===== config.mk =====
export PLATFORM = sky130hd
export DESIGN_NAME = variant_metadata_validator_unit
export DESIGN_NICKNAME = d
export VERILOG_FILES = /design/src/rtl/vmv_pkg.sv /design/src/rtl/variant_metadata_validator_unit.sv /design/src/rtl/vmv_parse.sv
export SDC_FILE = /design/constraint.sdc
export NUM_CORES = 1
export LEC_CHECK = 0
export BUFFER_PORTS_ARGS = -buffer_cell sky130_fd_sc_hd__buf_2
export CELL_PAD_IN_SITES_DETAIL_PLACEMENT = 1
export CELL_PAD_IN_SITES_GLOBAL_PLACEMENT = 1
export CORE_UTILIZATION = 48
export CTS_BUF_LIST = sky130_fd_sc_hd__clkbuf_16
export DETAILED_ROUTE_END_ITERATION = 16
export PLACE_DENSITY_LB_ADDON = 0.1
export SYNTH_ARGS = -nofsm -noshare
export SYNTH_HDL_FRONTEND = slang
export SYNTH_SLANG_ARGS = --single-unit

===== constraint.sdc =====
create_clock -name clk -period 8.4 [get_ports clk]
set_clock_uncertainty 0.1 [all_clocks]
set_input_delay 1.68 -clock clk [delete_from_list [all_inputs] [get_ports clk]]
set_output_delay 1.68 -clock clk [all_outputs]
set_load 0.01 [all_outputs]

===== src/rtl/vmv_pkg.sv =====
package vmv_pkg;

  typedef enum logic [1:0] {
    PH_HEADER  = 2'd0,
    PH_COUNT   = 2'd1,
    PH_OFFSETS = 2'd2,
    PH_STRINGS = 2'd3
  } phase_t;

  typedef enum logic [2:0] {
    ST_OK          = 3'd0,
    ST_BAD_VERSION = 3'd1,
    ST_SHORT_COUNT = 3'd2,
    ST_SHORT_OFFS  = 3'd3,
    ST_DECREASING  = 3'd4,
    ST_OVERRUN     = 3'd5
  } status_t;

  localparam logic [3:0] VERSION_MASK = 4'hF;
  localparam logic [3:0] VERSION_ONE  = 4'h1;
  localparam logic [1:0] WIDTH_MASK   = 2'h3;
  localparam logic [2:0] MAX_WIDTH    = 3'd4;

  typedef struct packed {
    logic [7:0] blob_byte;
    logic       final_byte;
  } in_t;

  typedef struct packed {
    logic [2:0]  status;
    logic        sorted_dictionary;
    logic [2:0]  offset_bytes;
    logic [31:0] dictionary_entries;
    logic [31:0] string_bytes;
  } out_t;

  // result handed from the parser to the output buffer
  typedef struct packed {
    logic fire;
    out_t word;
  } res_t;

endpackage


===== src/rtl/variant_metadata_validator_unit.sv =====
// Variant metadata header validator.
// in_*  : one blob byte per word, final_byte set on the last byte of a blob.
// out_* : one result word per blob (status, header flags, decoded count and
//         string length), nothing for the other bytes.
// Throughput: one byte per cycle while in_ready is high. Each byte is folded into
// the parser state in the cycle it is accepted; the result of a final byte is registered
// and shows on out_valid the next cycle if the output register is free or draining.
// The result side holds two words: an output register and a skid register.
// A stalled receiver therefore does not stop the byte stream until two
// results are waiting; in_ready then drops until the output register drains.
// The string length counter saturates at 2^COUNT_WIDTH-1.
// After a final byte the parser returns to its header state, so the next
// byte starts a new blob.
// Reset (rst_n low, synchronous) empties both result registers and puts the
// parser in its header state.
module variant_metadata_validator_unit #(
  parameter int COUNT_WIDTH = 32
) (
  input  logic          clk,
  input  logic          rst_n,
  input  logic          in_valid,
  output logic          in_ready,
  input  vmv_pkg::in_t  in_data,
  output logic          out_valid,
  input  logic          out_ready,
  output vmv_pkg::out_t out_data
);

  vmv_pkg::res_t res;
  logic          take;
  logic          out_valid_r, out_valid_nxt;
  logic          skid_valid_r, skid_valid_nxt;
  vmv_pkg::out_t out_data_r, out_data_nxt;
  vmv_pkg::out_t skid_r, skid_nxt;

  assign in_ready  = !skid_valid_r;
  assign take      = in_valid && in_ready;
  assign out_valid = out_valid_r;
  assign out_data  = out_data_r;

  vmv_parse #(.COUNT_WIDTH(COUNT_WIDTH)) u_parse (
    .clk     (clk),
    .rst_n   (rst_n),
    .take    (take),
    .in_word (in_data),
    .res     (res)
  );

  always_comb begin
    out_valid_nxt  = out_valid_r;
    out_data_nxt   = out_data_r;
    skid_valid_nxt = skid_valid_r;
    skid_nxt       = skid_r;
    if (!out_valid_r || out_ready) begin
      if (skid_valid_r) begin
        out_valid_nxt  = 1'b1;
        out_data_nxt   = skid_r;
        skid_valid_nxt = 1'b0;
      end else begin
        out_valid_nxt = res.fire;
        out_data_nxt  = res.word;
      end
    end else if (res.fire) begin
      skid_valid_nxt = 1'b1;
      skid_nxt       = res.word;
    end
  end

  always_ff @(posedge clk) begin
    if (!rst_n) begin
      out_valid_r  <= 1'b0;
      skid_valid_r <= 1'b0;
    end else begin
      out_valid_r  <= out_valid_nxt;
      skid_valid_r <= skid_valid_nxt;
    end
  end

  always_ff @(posedge clk) begin
    out_data_r <= out_data_nxt;
    skid_r     <= skid_nxt;
  end

  a_skid_behind_main: assert property (@(posedge clk) disable iff (!rst_n)
    skid_valid_r |-> out_valid_r)
    else $error("skid word held with empty output register");

  a_no_result_when_full: assert property (@(posedge clk) disable iff (!rst_n)
    res.fire |-> !skid_valid_r)
    else $error("result produced with both result registers full");

  a_width_range: assert property (@(posedge clk) disable iff (!rst_n)
    out_valid_r |-> (out_data_r.offset_bytes != 3'd0 &&
                     out_data_r.offset_bytes <= vmv_pkg::MAX_WIDTH))
    else $error("offset width out of range");

  a_short_count_zero: assert property (@(posedge clk) disable iff (!rst_n)
    (out_valid_r && out_data_r.status == vmv_pkg::ST_SHORT_COUNT)
      |-> (out_data_r.dictionary_entries == 32'd0 && out_data_r.string_bytes == 32'd0))
    else $error("short count result carries decoded fields");

endmodule


===== src/rtl/vmv_parse.sv =====
module vmv_parse #(
  parameter int COUNT_WIDTH = 32
) (
  input  logic          clk,
  input  logic          rst_n,
  input  logic          take,
  input  vmv_pkg::in_t  in_word,
  output vmv_pkg::res_t res
);

  vmv_pkg::phase_t          phase_r, phase_nxt;
  logic                     version_bad_r, version_bad_nxt;
  logic                     sorted_r, sorted_nxt;
  logic [2:0]               width_r, width_nxt;
  logic [1:0]               pos_r, pos_nxt;
  logic [31:0]              dict_r, dict_nxt;
  logic [31:0]              asm_r, asm_nxt;
  logic [32:0]              left_r, left_nxt;
  logic [31:0]              prev_r, prev_nxt;
  logic                     first_r, first_nxt;
  logic                     broken_r, broken_nxt;
  logic [COUNT_WIDTH-1:0]   str_r, str_nxt;

  logic [31:0] asm_full;
  logic        word_done;
  logic [7:0]  b;

  assign b         = in_word.blob_byte;
  assign asm_full  = asm_r | (32'(b) << {pos_r, 3'b000});
  assign word_done = ({1'b0, pos_r} + 3'd1) >= width_r;

  always_comb begin
    phase_nxt       = phase_r;
    version_bad_nxt = version_bad_r;
    sorted_nxt      = sorted_r;
    width_nxt       = width_r;
    pos_nxt         = pos_r;
    dict_nxt        = dict_r;
    asm_nxt         = asm_r;
    left_nxt        = left_r;
    prev_nxt        = prev_r;
    first_nxt       = first_r;
    broken_nxt      = broken_r;
    str_nxt         = str_r;
    unique case (phase_r)
      vmv_pkg::PH_HEADER: begin
        version_bad_nxt = (b[3:0] & vmv_pkg::VERSION_MASK) != vmv_pkg::VERSION_ONE;
        sorted_nxt      = b[4];
        width_nxt       = {1'b0, b[7:6] & vmv_pkg::WIDTH_MASK} + 3'd1;
        pos_nxt         = 2'd0;
        asm_nxt         = 32'd0;
        phase_nxt       = vmv_pkg::PH_COUNT;
      end
      vmv_pkg::PH_COUNT: begin
        if (word_done) begin
          pos_nxt   = 2'd0;
          dict_nxt  = asm_full;
          left_nxt  = {1'b0, asm_full} + 33'd1;
          asm_nxt   = 32'd0;
          phase_nxt = vmv_pkg::PH_OFFSETS;
        end else begin
          pos_nxt = pos_r + 2'd1;
          asm_nxt = asm_full;
        end
      end
      vmv_pkg::PH_OFFSETS: begin
        if (word_done) begin
          pos_nxt = 2'd0;
          if (!first_r && (asm_full < prev_r)) broken_nxt = 1'b1;
          first_nxt = 1'b0;
          prev_nxt  = asm_full;
          asm_nxt   = 32'd0;
          // left is never zero while in this phase
          left_nxt  = left_r - 33'd1;
          if (left_r == 33'd1) phase_nxt = vmv_pkg::PH_STRINGS;
        end else begin
          pos_nxt = pos_r + 2'd1;
          asm_nxt = asm_full;
        end
      end
      vmv_pkg::PH_STRINGS: begin
        if (str_r != {COUNT_WIDTH{1'b1}}) str_nxt = str_r + COUNT_WIDTH'(1);
      end
      default: phase_nxt = vmv_pkg::PH_HEADER;
    endcase
  end

  // result from the state as it stands after this byte
  always_comb begin
    vmv_pkg::status_t st;
    if (version_bad_nxt) st = vmv_pkg::ST_BAD_VERSION;
    else if (phase_nxt == vmv_pkg::PH_HEADER || phase_nxt == vmv_pkg::PH_COUNT)
      st = vmv_pkg::ST_SHORT_COUNT;
    else if (phase_nxt == vmv_pkg::PH_OFFSETS) st = vmv_pkg::ST_SHORT_OFFS;
    else if (broken_nxt) st = vmv_pkg::ST_DECREASING;
    else if (prev_nxt > 32'(str_nxt)) st = vmv_pkg::ST_OVERRUN;
    else st = vmv_pkg::ST_OK;
    res.fire                   = take && in_word.final_byte;
    res.word.status            = st;
    res.word.sorted_dictionary = sorted_nxt;
    res.word.offset_bytes      = width_nxt;
    res.word.dictionary_entries =
      (phase_nxt == vmv_pkg::PH_OFFSETS || phase_nxt == vmv_pkg::PH_STRINGS) ?
      dict_nxt : 32'd0;
    res.word.string_bytes = (phase_nxt == vmv_pkg::PH_STRINGS) ? 32'(str_nxt) : 32'd0;
  end

  always_ff @(posedge clk) begin
    if (!rst_n || (take && in_word.final_byte)) begin
      phase_r       <= vmv_pkg::PH_HEADER;
      version_bad_r <= 1'b0;
      sorted_r      <= 1'b0;
      width_r       <= 3'd1;
      pos_r         <= 2'd0;
      dict_r        <= 32'd0;
      asm_r         <= 32'd0;
      left_r        <= 33'd0;
      prev_r        <= 32'd0;
      first_r       <= 1'b1;
      broken_r      <= 1'b0;
      str_r         <= '0;
    end else if (take) begin
      phase_r       <= phase_nxt;
      version_bad_r <= version_bad_nxt;
      sorted_r      <= sorted_nxt;
      width_r       <= width_nxt;
      pos_r         <= pos_nxt;
      dict_r        <= dict_nxt;
      asm_r         <= asm_nxt;
      left_r        <= left_nxt;
      prev_r        <= prev_nxt;
      first_r       <= first_nxt;
      broken_r      <= broken_nxt;
      str_r         <= str_nxt;
    end
  end

endmodule


==> results of run 1 <==
==> state kept, by name, indices dropped and copies added (netlist names), 2 cells and up <==
name and count:
u_parse.left_r 33, u_parse.prev_r 32, out_data 71, u_parse.asm_r 32
skid_r 71, u_parse.str_r 32, u_parse.width_r 3, u_parse.dict_r 32
u_parse.pos_r 2, u_parse.phase_r 2
==> worst max path at each step <==
stage	start	endpoint	slack, ns	cells after the start
6_report	u_parse.pos_r[0]$_SDFFE_PP0P_	out_data[70]$_DFFE_PP_	3.15	16
3_3_place_gp	in_data[6]	out_data[70]$_DFFE_PP_	3.34	13
3_5_place_dp	in_data[6]	out_data[70]$_DFFE_PP_	3.14	13
2_1_floorplan	out_ready	skid_r[0]$_DFFE_PP_	1.22	2
4_1_cts	u_parse.pos_r[0]$_SDFFE_PP0P_	out_data[70]$_DFFE_PP_	3.25	16
5_1_grt	u_parse.pos_r[0]$_SDFFE_PP0P_	out_data[70]$_DFFE_PP_	2.86	16
==> synthesized netlist by cell type (39+ instances only) <==
cell,n
o21ai_0,74
edfxtp_1,142
a211oi_1,76
xor2_1,39
ha_1,77
inv_1,86
nor2_1,289
dfxtp_1,174
a21oi_1,144
nand2_1,170
xnor2_1,39
clkbuf_1,87
nor3_1,39
nand3_1,43
o31ai_1,58
==> critical path, cell delays in order, from the launching register on <==
cell and delay (ns):
dfxtp_1 0.72, ha_1 0.37, ha_1 0.18, a21o_1 0.16, a31o_2 0.27, nand2_2 0.36
buf_4 0.48, nor2_1 0.10, a21oi_1 0.29, ha_1 0.31, a21o_1 0.17, a21oi_1 0.16
o221ai_1 0.18, a2111oi_0 0.60, nand2_1 0.16, a21oi_1 0.23, o41ai_2 0.09
==> where the power goes <==
part           switching (µW)  total (µW)  internal, µW
sequential               18.1        1650          1630
combinational             231         321          89.9
clock                     646        1640           991
==> cells by family after synthesis <==
group	share of synthesized area, %
XOR/XNOR	4.13
multiplexers	0.461
AND/OR/NAND/NOR	18.8
flip-flops	46.8
AO/OA/AOI/OAI	19.0
buffers and inverters	5.03
adder cells (fa/ha/maj)	5.82
==> cells in the final DEF, fill, tap and decap left out, types with 43 or more instances in the layout <==
master / instances
buf_2: 85
a21oi_1: 144
nand3_1: 43
dfxtp_1: 173
ha_1: 77
inv_1: 95
o31ai_1: 58
nand2_1: 167
a211oi_1: 76
nor2_1: 286
o21ai_0: 74
edfxtp_1: 142
==> cell type report <==
| cell class | instances | area [µm²] |
|---|---|---|
| Fill cell | 3908 | 15200 |
| Multi-Input combinational cell | 1319 | 8030 |
| Sequential cell | 316 | 7750 |
| Clock buffer | 39 | 976 |
| Timing Repair Buffer | 110 | 613 |
| Tap cell | 448 | 561 |
| Inverter | 93 | 349 |
| Clock inverter | 26 | 250 |
==> metal layers <==
| layer | part of all wire, % | GRT usage [%] | vias up |
|---|---|---|---|
| met2 | 44 | 45.0 | 343 |
| met3 | 4.9 | 4.29 | 92 |
| met4 | 3.4 | 11.0 | 0 |
| met1 | 48 | 42.5 | 7096 |
| li1 | - | - | 6710 |
| met5 | 0 | 0 | - |
==> per-stage QoR <==
step	area (µm²)	util [%]	power (µW)
2_1_floorplan	16600	-	1900
3_3_place_gp	17300	51.3	1990
3_5_place_dp	17300	51.3	2000
4_1_cts	18500	55.0	3630
5_1_grt	18500	55.0	3730
6_report	18500	55.0	3610
==> metrics.yaml, run 1 <==
hold_path:
  min_path_cells: 2
  hp-class: "reg -> reg"
  min_to: "u_parse.version_bad_r$_SDFFE_PP0P_"
  worstHoldStart: "u_parse.version_bad_r$_SDFFE_PP0P_"
yosys:
  synth-seq-cells: 316
  ys.flop_type: "dfxtp_1"
  seq_area_frac_synth_pct: 46.8
  synth_top_area_share_pct: 25.8
  synth_area_mm2: 0.0166
  yosys_warnings: 0
  synth_top_cell_by_area: "edfxtp_1"
  async_flop_share_pct: 0
  avgSynthCellArea_um2: 8.99
  synth.net_count: 1932
  syn_inst: 1842
  ys_types: 74
  synth_edf_count: 142
  synth_area_leaders: "edfxtp_1 26%, dfxtp_1 21%, nor2_1 6.6%"
cts:
  holdBufCountCts: 0
  cts_buffer_depth: 3
  clk_latency_ns: 0.54
  post_cts_buffers: 0
  cts_tree: "built"
  ctsResizeCount: 0
  cts.sinks: 316
  ctsRootBufferMaster: "clkbuf_16"
  h-tree-depth: 2
  clk_pin_slew_worst_paths_ns: 0.06
  numCtsBuffers: 37
timing:
  worst_pin_slew_ns: 1.14
  finalSetupViolCount: 0
  fin_crit_ns: 5.25
  slew_headroom_pct: 24.2
  clock.fmax_mhz: 191
  holdWs_ns: 0.377
  setup_tns_ns: 0
  slew_violations: 0
  hold_viol: 0
  worst_slack_ns: 3.15
  rsz0062_at_grt: "no"
  fin_crit_sh_pct: 62.4
grt:
  grt_pass1_vias: 14100
  grt_max_degree: 90
  grt_antenna_before_repair: 0
  grtUsageTotal_pct: 29.6
  grt_pass1_wl_um: 81600
  overflow: 0
detailed_routing:
  routedWlPerCell_um: 22.2
  ant_nets: 0
  viasPerCell: 6.06
  drc_errors: 0
  vias: 14200
  drt_iter0_markers: 1068
  first_pass_iters: 8
  finalWirelength_um: 52100
cells_and_area:
  fin_nets: 1967
  drive_gt1_share_pct: 11.4
  fin_cells: 2351
  antenna_cells: 0
  syn_to_final_growth_pct: 11.9
worst_setup_path:
  cp-end-kind: "flop"
  reg2reg_depth: 16
  crit_arrival_ns: 5.39
  reg2reg_to: "out_data[70]$_DFFE_PP_"
  timing.rr.start: "u_parse.pos_r[0]$_SDFFE_PP0P_"
  cp.required_ns: 8.55
  start_kind: "flop"
  r2r_setup_slack_ns: 3.15
  crit_type: "reg -> reg"
  crit_path_max_fanout: 43
power_and_ir_drop:
  power_leakage_uw: 0.00686
  p_per_area_mw_per_mm2: 195
  vdd_drop_max_uv: 137
placed_design:
  dp.final_hpwl_um: 36800
  gp_congestion: 0.876
  portBuffers: 85
  pre_cts_ws_ns: 3.14
  dp_cells: 2286
die:
  start_util_pct: 49.1
  ios: 86
  dieArea_mm2: 0.0352
  rows: 67
  core_mm2: 0.0337
  die_h_um: 188
  die_w_um: 188
job:
  maxCapViolCount: 0
status:
  outcome: "complete, no violations"
No activity file was read; power rests on OpenSTA's default activity.
==> run 2: changes to the inputs <==
--- a/config.mk
+++ b/config.mk
@@ -8,7 +8,7 @@
 export BUFFER_PORTS_ARGS = -buffer_cell sky130_fd_sc_hd__buf_2
 export CELL_PAD_IN_SITES_DETAIL_PLACEMENT = 1
 export CELL_PAD_IN_SITES_GLOBAL_PLACEMENT = 1
-export CORE_UTILIZATION = 48
+export CORE_UTILIZATION = 43
 export CTS_BUF_LIST = sky130_fd_sc_hd__clkbuf_16
 export DETAILED_ROUTE_END_ITERATION = 16
 export PLACE_DENSITY_LB_ADDON = 0.1
==> constraint.sdc (replaced) <==
create_clock -name clk -period 4.3 [get_ports clk]
set_clock_uncertainty 0.1 [all_clocks]
set_input_delay 0.86 -clock clk [delete_from_list [all_inputs] [get_ports clk]]
set_output_delay 0.86 -clock clk [all_outputs]
set_load 0.01 [all_outputs]
==> run 2 against run 1 <==
Core utilization shrank 4.0 points. Highest routed layer unchanged. Non-clock buffer count grew 74. Global-route usage shrank 2.6 points. Flip-flop and latch count is the same. Largest cell class unchanged. Clock power grew 88%. Via count is essentially flat. Cell count grew 6.0%. Critical path depth is the same. Worst setup slack lost 2.9 ns. Clock-buffer cell count is the same. Cell area grew 3.9%.
==> metrics.yaml, run 2 (synthesis results as in run 1) <==
worst_setup_path:
  crit_arrival_ns: 4.37
  timing.critical_path.from: "u_parse.str_r[1]$_SDFFE_PP0P_"
  crit_type: "reg -> reg"
  crit_path_max_fanout: 12
  start_kind: "flop"
  reg2reg_depth: 16
  cp.required_ns: 4.60
  cp-end-kind: "flop"
  timing.rr.start: "u_parse.str_r[1]$_SDFFE_PP0P_"
timing:
  clock.fmax_mhz: 245
  slew_headroom_pct: 34.9
  hold_viol: 0
  finalSetupViolCount: 0
  holdWs_ns: 0.376
  fin_crit_ns: 4.07
  worst_pin_slew_ns: 0.977
  setup_tns_ns: 0
  slew_violations: 0
  fin_crit_sh_pct: 94.8
placed_design:
  dp.final_hpwl_um: 37600
  dpl-instance-area_mm2: 0.0180
  portBuffers: 85
  gp_congestion: 0.871
  dp_cells: 2421
grt:
  grt_max_degree: 87
  grt_antenna_before_repair: 0
  grtUsageTotal_pct: 27.0
  grt_pass1_wl_um: 81000
  overflow: 0
  grt_pass1_vias: 14100
power_and_ir_drop:
  p_per_area_mw_per_mm2: 362
  power_leakage_uw: 0.00722
  vdd_drop_max_uv: 257
cells_and_area:
  drive_gt1_share_pct: 15.5
  fin_cells: 2492
  layout_commonest_cell: "nor2_1"
  final_util_pct: 51.0
  antenna_cells: 0
  syn_to_final_growth_pct: 16.3
  final_cell_mix: "286 x nor2_1, 172 x dfxtp_1, 166 x nand2_1"
  fin_area_mm2: 0.0192
  fin_nets: 2042
detailed_routing:
  ant_nets: 0
  viasPerCell: 5.72
  drt_iter0_markers: 867
  drc_errors: 0
  vias: 14200
  first_pass_iters: 5
  finalWirelength_um: 52100
  routedWlPerCell_um: 20.9
cts:
  numCtsBuffers: 38
  ctsRootBufferMaster: "clkbuf_16"
  clk_latency_ns: 0.55
  cts_tree: "built"
  holdBufCountCts: 0
  cts.sinks: 316
  h-tree-depth: 2
  cts_buffer_depth: 3
  clk_pin_slew_worst_paths_ns: 0.06
hold_path:
  hp-class: "reg -> reg"
  min_path_cells: 2
  worstHoldStart: "u_parse.first_r$_SDFFE_PP1P_"
job:
  maxCapViolCount: 0
die:
  core_mm2: 0.0378
  die_h_um: 198
  start_util_pct: 43.8
  ios: 86
  die_w_um: 198
  rows: 71
  dieArea_mm2: 0.0393
status:
  outcome: "complete, no violations"
==> run 2: final cells by class <==
type / instances / area, µm²
Tap cell: 511 / 639
Timing Repair Buffer: 184 / 1230
Multi-Input combinational cell: 1319 / 8100
Sequential cell: 316 / 7750
Inverter: 93 / 349
Fill cell: 4355 / 18500
Clock inverter: 30 / 200
Clock buffer: 39 / 976
==> run 2: metal layers <==
| metal | track usage, % | routed length (µm) | vias up |
|---|---|---|---|
| met5 | 0 | 0 | - |
| met2 | 40.8 | 22700 | 286 |
| met3 | 4.22 | 2470 | 101 |
| li1 | - | - | 6858 |
| met1 | 38.0 | 25000 | 6999 |
| met4 | 11.3 | 1980 | 0 |
==> run 2: worst paths after layout <==
check | endpoint | slack, ns
hold reg to reg | u_parse.first_r$_SDFFE_PP1P_ | 0.38
setup reg to reg | out_data[68]$_DFFE_PP_ | 0.23
setup / recovery | out_data[68]$_DFFE_PP_ | 0.23
hold / removal | u_parse.first_r$_SDFFE_PP1P_ | 0.38
==> run 2: repair_timing <==
action	4_1_cts	5_1_grt
resized for setup	0	17
endpoints found under the setup margin	0	4
setup buffers	0	2
==> run 2: worst max-delay path: stages (launching register included) <==
cell	delay, ns
dfxtp_1	0.40
ha_2	0.25
nand3_2	0.15
nor4_1	0.31
buf_4	0.19
a41oi_1	0.15
buf_4	0.24
nand3_1	0.12
xor2_2	0.26
ha_1	0.24
nand2_1	0.09
or3_1	0.45
a2111oi_2	0.35
a222oi_1	0.15
nand2_1	0.13
nand3b_1	0.14
a31oi_1	0.19
==> run 2: stage by stage <==
step / worst slack (ns) / total power [µW]
floorplan: 0.380 / 3700
detailed placement: 0.0769 / 3930
finish: 0.225 / 6960
global route: -0.0157 / 7220
global placement: 0.166 / 3910
CTS: 0.0506 / 7030
==> run 2: where the power goes <==
group,switching [µW],internal [µW],total [µW]
registers,32.4,3190,3220
logic,451,199,650
clock network,1320,1770,3090
==> run 3: changes to the inputs <==
--- a/config.mk
+++ b/config.mk
@@ -8,6 +8,7 @@
 export BUFFER_PORTS_ARGS = -buffer_cell sky130_fd_sc_hd__buf_2
 export CELL_PAD_IN_SITES_DETAIL_PLACEMENT = 1
 export CELL_PAD_IN_SITES_GLOBAL_PLACEMENT = 1
+export CORE_ASPECT_RATIO = 0.5
 export CORE_UTILIZATION = 43
 export CTS_BUF_LIST = sky130_fd_sc_hd__clkbuf_16
 export DETAILED_ROUTE_END_ITERATION = 16
==> run 3 against run 2 <==
Fmax is 2.5% lower. Critical endpoint is now out_data[70]$_DFFE_PP_. Worst hold slack better by 0.010 ns. Clock power fell by 17%. Worst setup slack got worse by 0.11 ns. Non-clock buffer count grew 2. First-iteration DRC count is 30% higher. Register-to-register slack worse by 0.11 ns. Core utilization decreased by 0.43 points. Sequential power about the same. Flip-flop and latch count unchanged. Combinational power grew 2%. Total power shrank 7.2%.
==> metrics.yaml, run 3 (synthesis results as in run 1) <==
status:
  outcome: "complete, no violations"
cells_and_area:
  layout_commonest_cell: "nor2_1"
  drive_gt1_share_pct: 14.7
  fin_nets: 2036
  final_cell_mix: "286 x nor2_1, 172 x dfxtp_1, 167 x nand2_1"
  syn_to_final_growth_pct: 15.0
  fin_cells: 2494
  final_util_pct: 50.5
grt:
  overflow: 0
  grt_pass1_wl_um: 85300
  grt_max_degree: 104
  grt_antenna_before_repair: 2
  grt_pass1_vias: 14600
  grtUsageTotal_pct: 27.8
die:
  core_mm2: 0.0377
  die_h_um: 141
  start_util_pct: 44.0
  die_w_um: 279
  rows: 50
  dieArea_mm2: 0.0393
  ios: 86
cts:
  cts_tree: "built"
  clk_pin_slew_worst_paths_ns: 0.07
  cts_buffer_depth: 3
  ctsRootBufferMaster: "clkbuf_16"
  numCtsBuffers: 30
  cts.sinks: 316
  clk_latency_ns: 0.58
  h-tree-depth: 1
  post_cts_buffers: 0
power_and_ir_drop:
  p_per_area_mw_per_mm2: 339
  power_uw: 6460
  vdd_drop_max_uv: 271
  power_leakage_uw: 0.00712
job:
  maxCapViolCount: 0
placed_design:
  portBuffers: 85
  dp_cells: 2434
  pre_cts_ws_ns: 0.0406
  dp.final_hpwl_um: 39800
  gp_congestion: 0.916
worst_setup_path:
  timing.rr.start: "u_parse.str_r[1]$_SDFFE_PP0P_"
  crit_path_max_fanout: 6
  reg2reg_depth: 16
  cp-end-kind: "flop"
  r2r_setup_slack_ns: 0.12
  crit_type: "reg -> reg"
  start_kind: "flop"
  crit_arrival_ns: 4.37
  cp.required_ns: 4.49
  reg2reg_to: "out_data[70]$_DFFE_PP_"
detailed_routing:
  drt_iter0_markers: 1128
  viasPerCell: 5.85
  routedWlPerCell_um: 22.1
  finalWirelength_um: 55100
  vias: 14600
  drc_errors: 0
  ant_nets: 0
  first_pass_iters: 5
timing:
  worst_pin_slew_ns: 1.16
  fin_crit_sh_pct: 97.2
  slew_headroom_pct: 22.6
  slew_violations: 0
  setup_tns_ns: 0
  fin_crit_ns: 4.18
  worst_slack_ns: 0.120
  clock.fmax_mhz: 239
  finalSetupViolCount: 0
  hold_viol: 0
hold_path:
  hp-class: "reg -> reg"
  min_path_cells: 2
  min_to: "u_parse.first_r$_SDFFE_PP1P_"
  worstHoldStart: "u_parse.first_r$_SDFFE_PP1P_"
run 3: changes by cell type in the layout (fill, tap and decap cells not counted), moves of 3 or more:
cell | before | now
buf_12 | 5 | 8
clkbuf_16 | 39 | 31
diode_2 | 0 | 4
inv_1 | 96 | 93
run 3: repair_timing:
action                                  4_1_cts  5_1_grt
hold buffers                                  0        0
endpoints found under the hold margin         0        0
gates resized for setup                       0       13
endpoints found under the setup margin        0        4
run 3: worst max-delay path by stage:
stage,from,endpoint,slack (ns),cells after the start
after detailed placement,u_parse.pos_r[0]$_SDFFE_PP0P_,out_data[70]$_DFFE_PP_,0.04,16
final,u_parse.str_r[1]$_SDFFE_PP0P_,out_data[70]$_DFFE_PP_,0.12,16
after CTS,u_parse.pos_r[0]$_SDFFE_PP0P_,out_data[70]$_DFFE_PP_,0.009,15
after global placement,u_parse.pos_r[0]$_SDFFE_PP0P_,out_data[70]$_DFFE_PP_,0.16,16
after floorplan,u_parse.str_r[6]$_SDFFE_PP0P_,out_data[70]$_DFFE_PP_,0.38,15
after global routing,u_parse.str_r[1]$_SDFFE_PP0P_,out_data[70]$_DFFE_PP_,-0.02,16
run 3: critical path: stages (launching register included):
cell	delay (ns)
dfxtp_1	0.40
ha_1	0.23
nand3_1	0.12
nor4_1	0.35
buf_4	0.20
and4_1	0.29
nand4_1	0.14
xor2_1	0.18
buf_4	0.16
ha_1	0.31
a21o_1	0.19
a211oi_1	0.25
a21oi_1	0.13
a2111oi_1	0.42
nand2_1	0.15
a21oi_2	0.19
o41ai_2	0.07
run 3: per-layer routing:
metal / track usage [%] / vias to the layer above / wire (µm)
met4: 5.23 / 2 / 925
li1: - / 6843 / -
met1: 41.5 / 7361 / 27200
met2: 42.2 / 313 / 23800
met3: 4.92 / 68 / 3200
met5: 0 / - / 13
run 3: layout make-up:
cell class / instances / area, µm²
Clock inverter: 25 / 144
Timing Repair Buffer: 186 / 1280
Multi-Input combinational cell: 1319 / 8070
Sequential cell: 316 / 7750
Clock buffer: 31 / 776
Antenna cell: 4 / 10.0
Inverter: 93 / 349
Fill cell: 4367 / 18600
Tap cell: 520 / 651
run 3: power by group:
group          internal, µW  switching [µW]  total [µW]
clock                  1360            1210        2570
combinational           201             463         664
sequential             3190            35.7        3230
run 3: metrics by stage:
stage,instance area (µm²),hold slack (ns)
6_report,19000,0.387
5_1_grt,19000,0.426
4_1_cts,19000,0.388
3_5_place_dp,18000,0.378
3_3_place_gp,18000,0.345
2_1_floorplan,16600,0.337
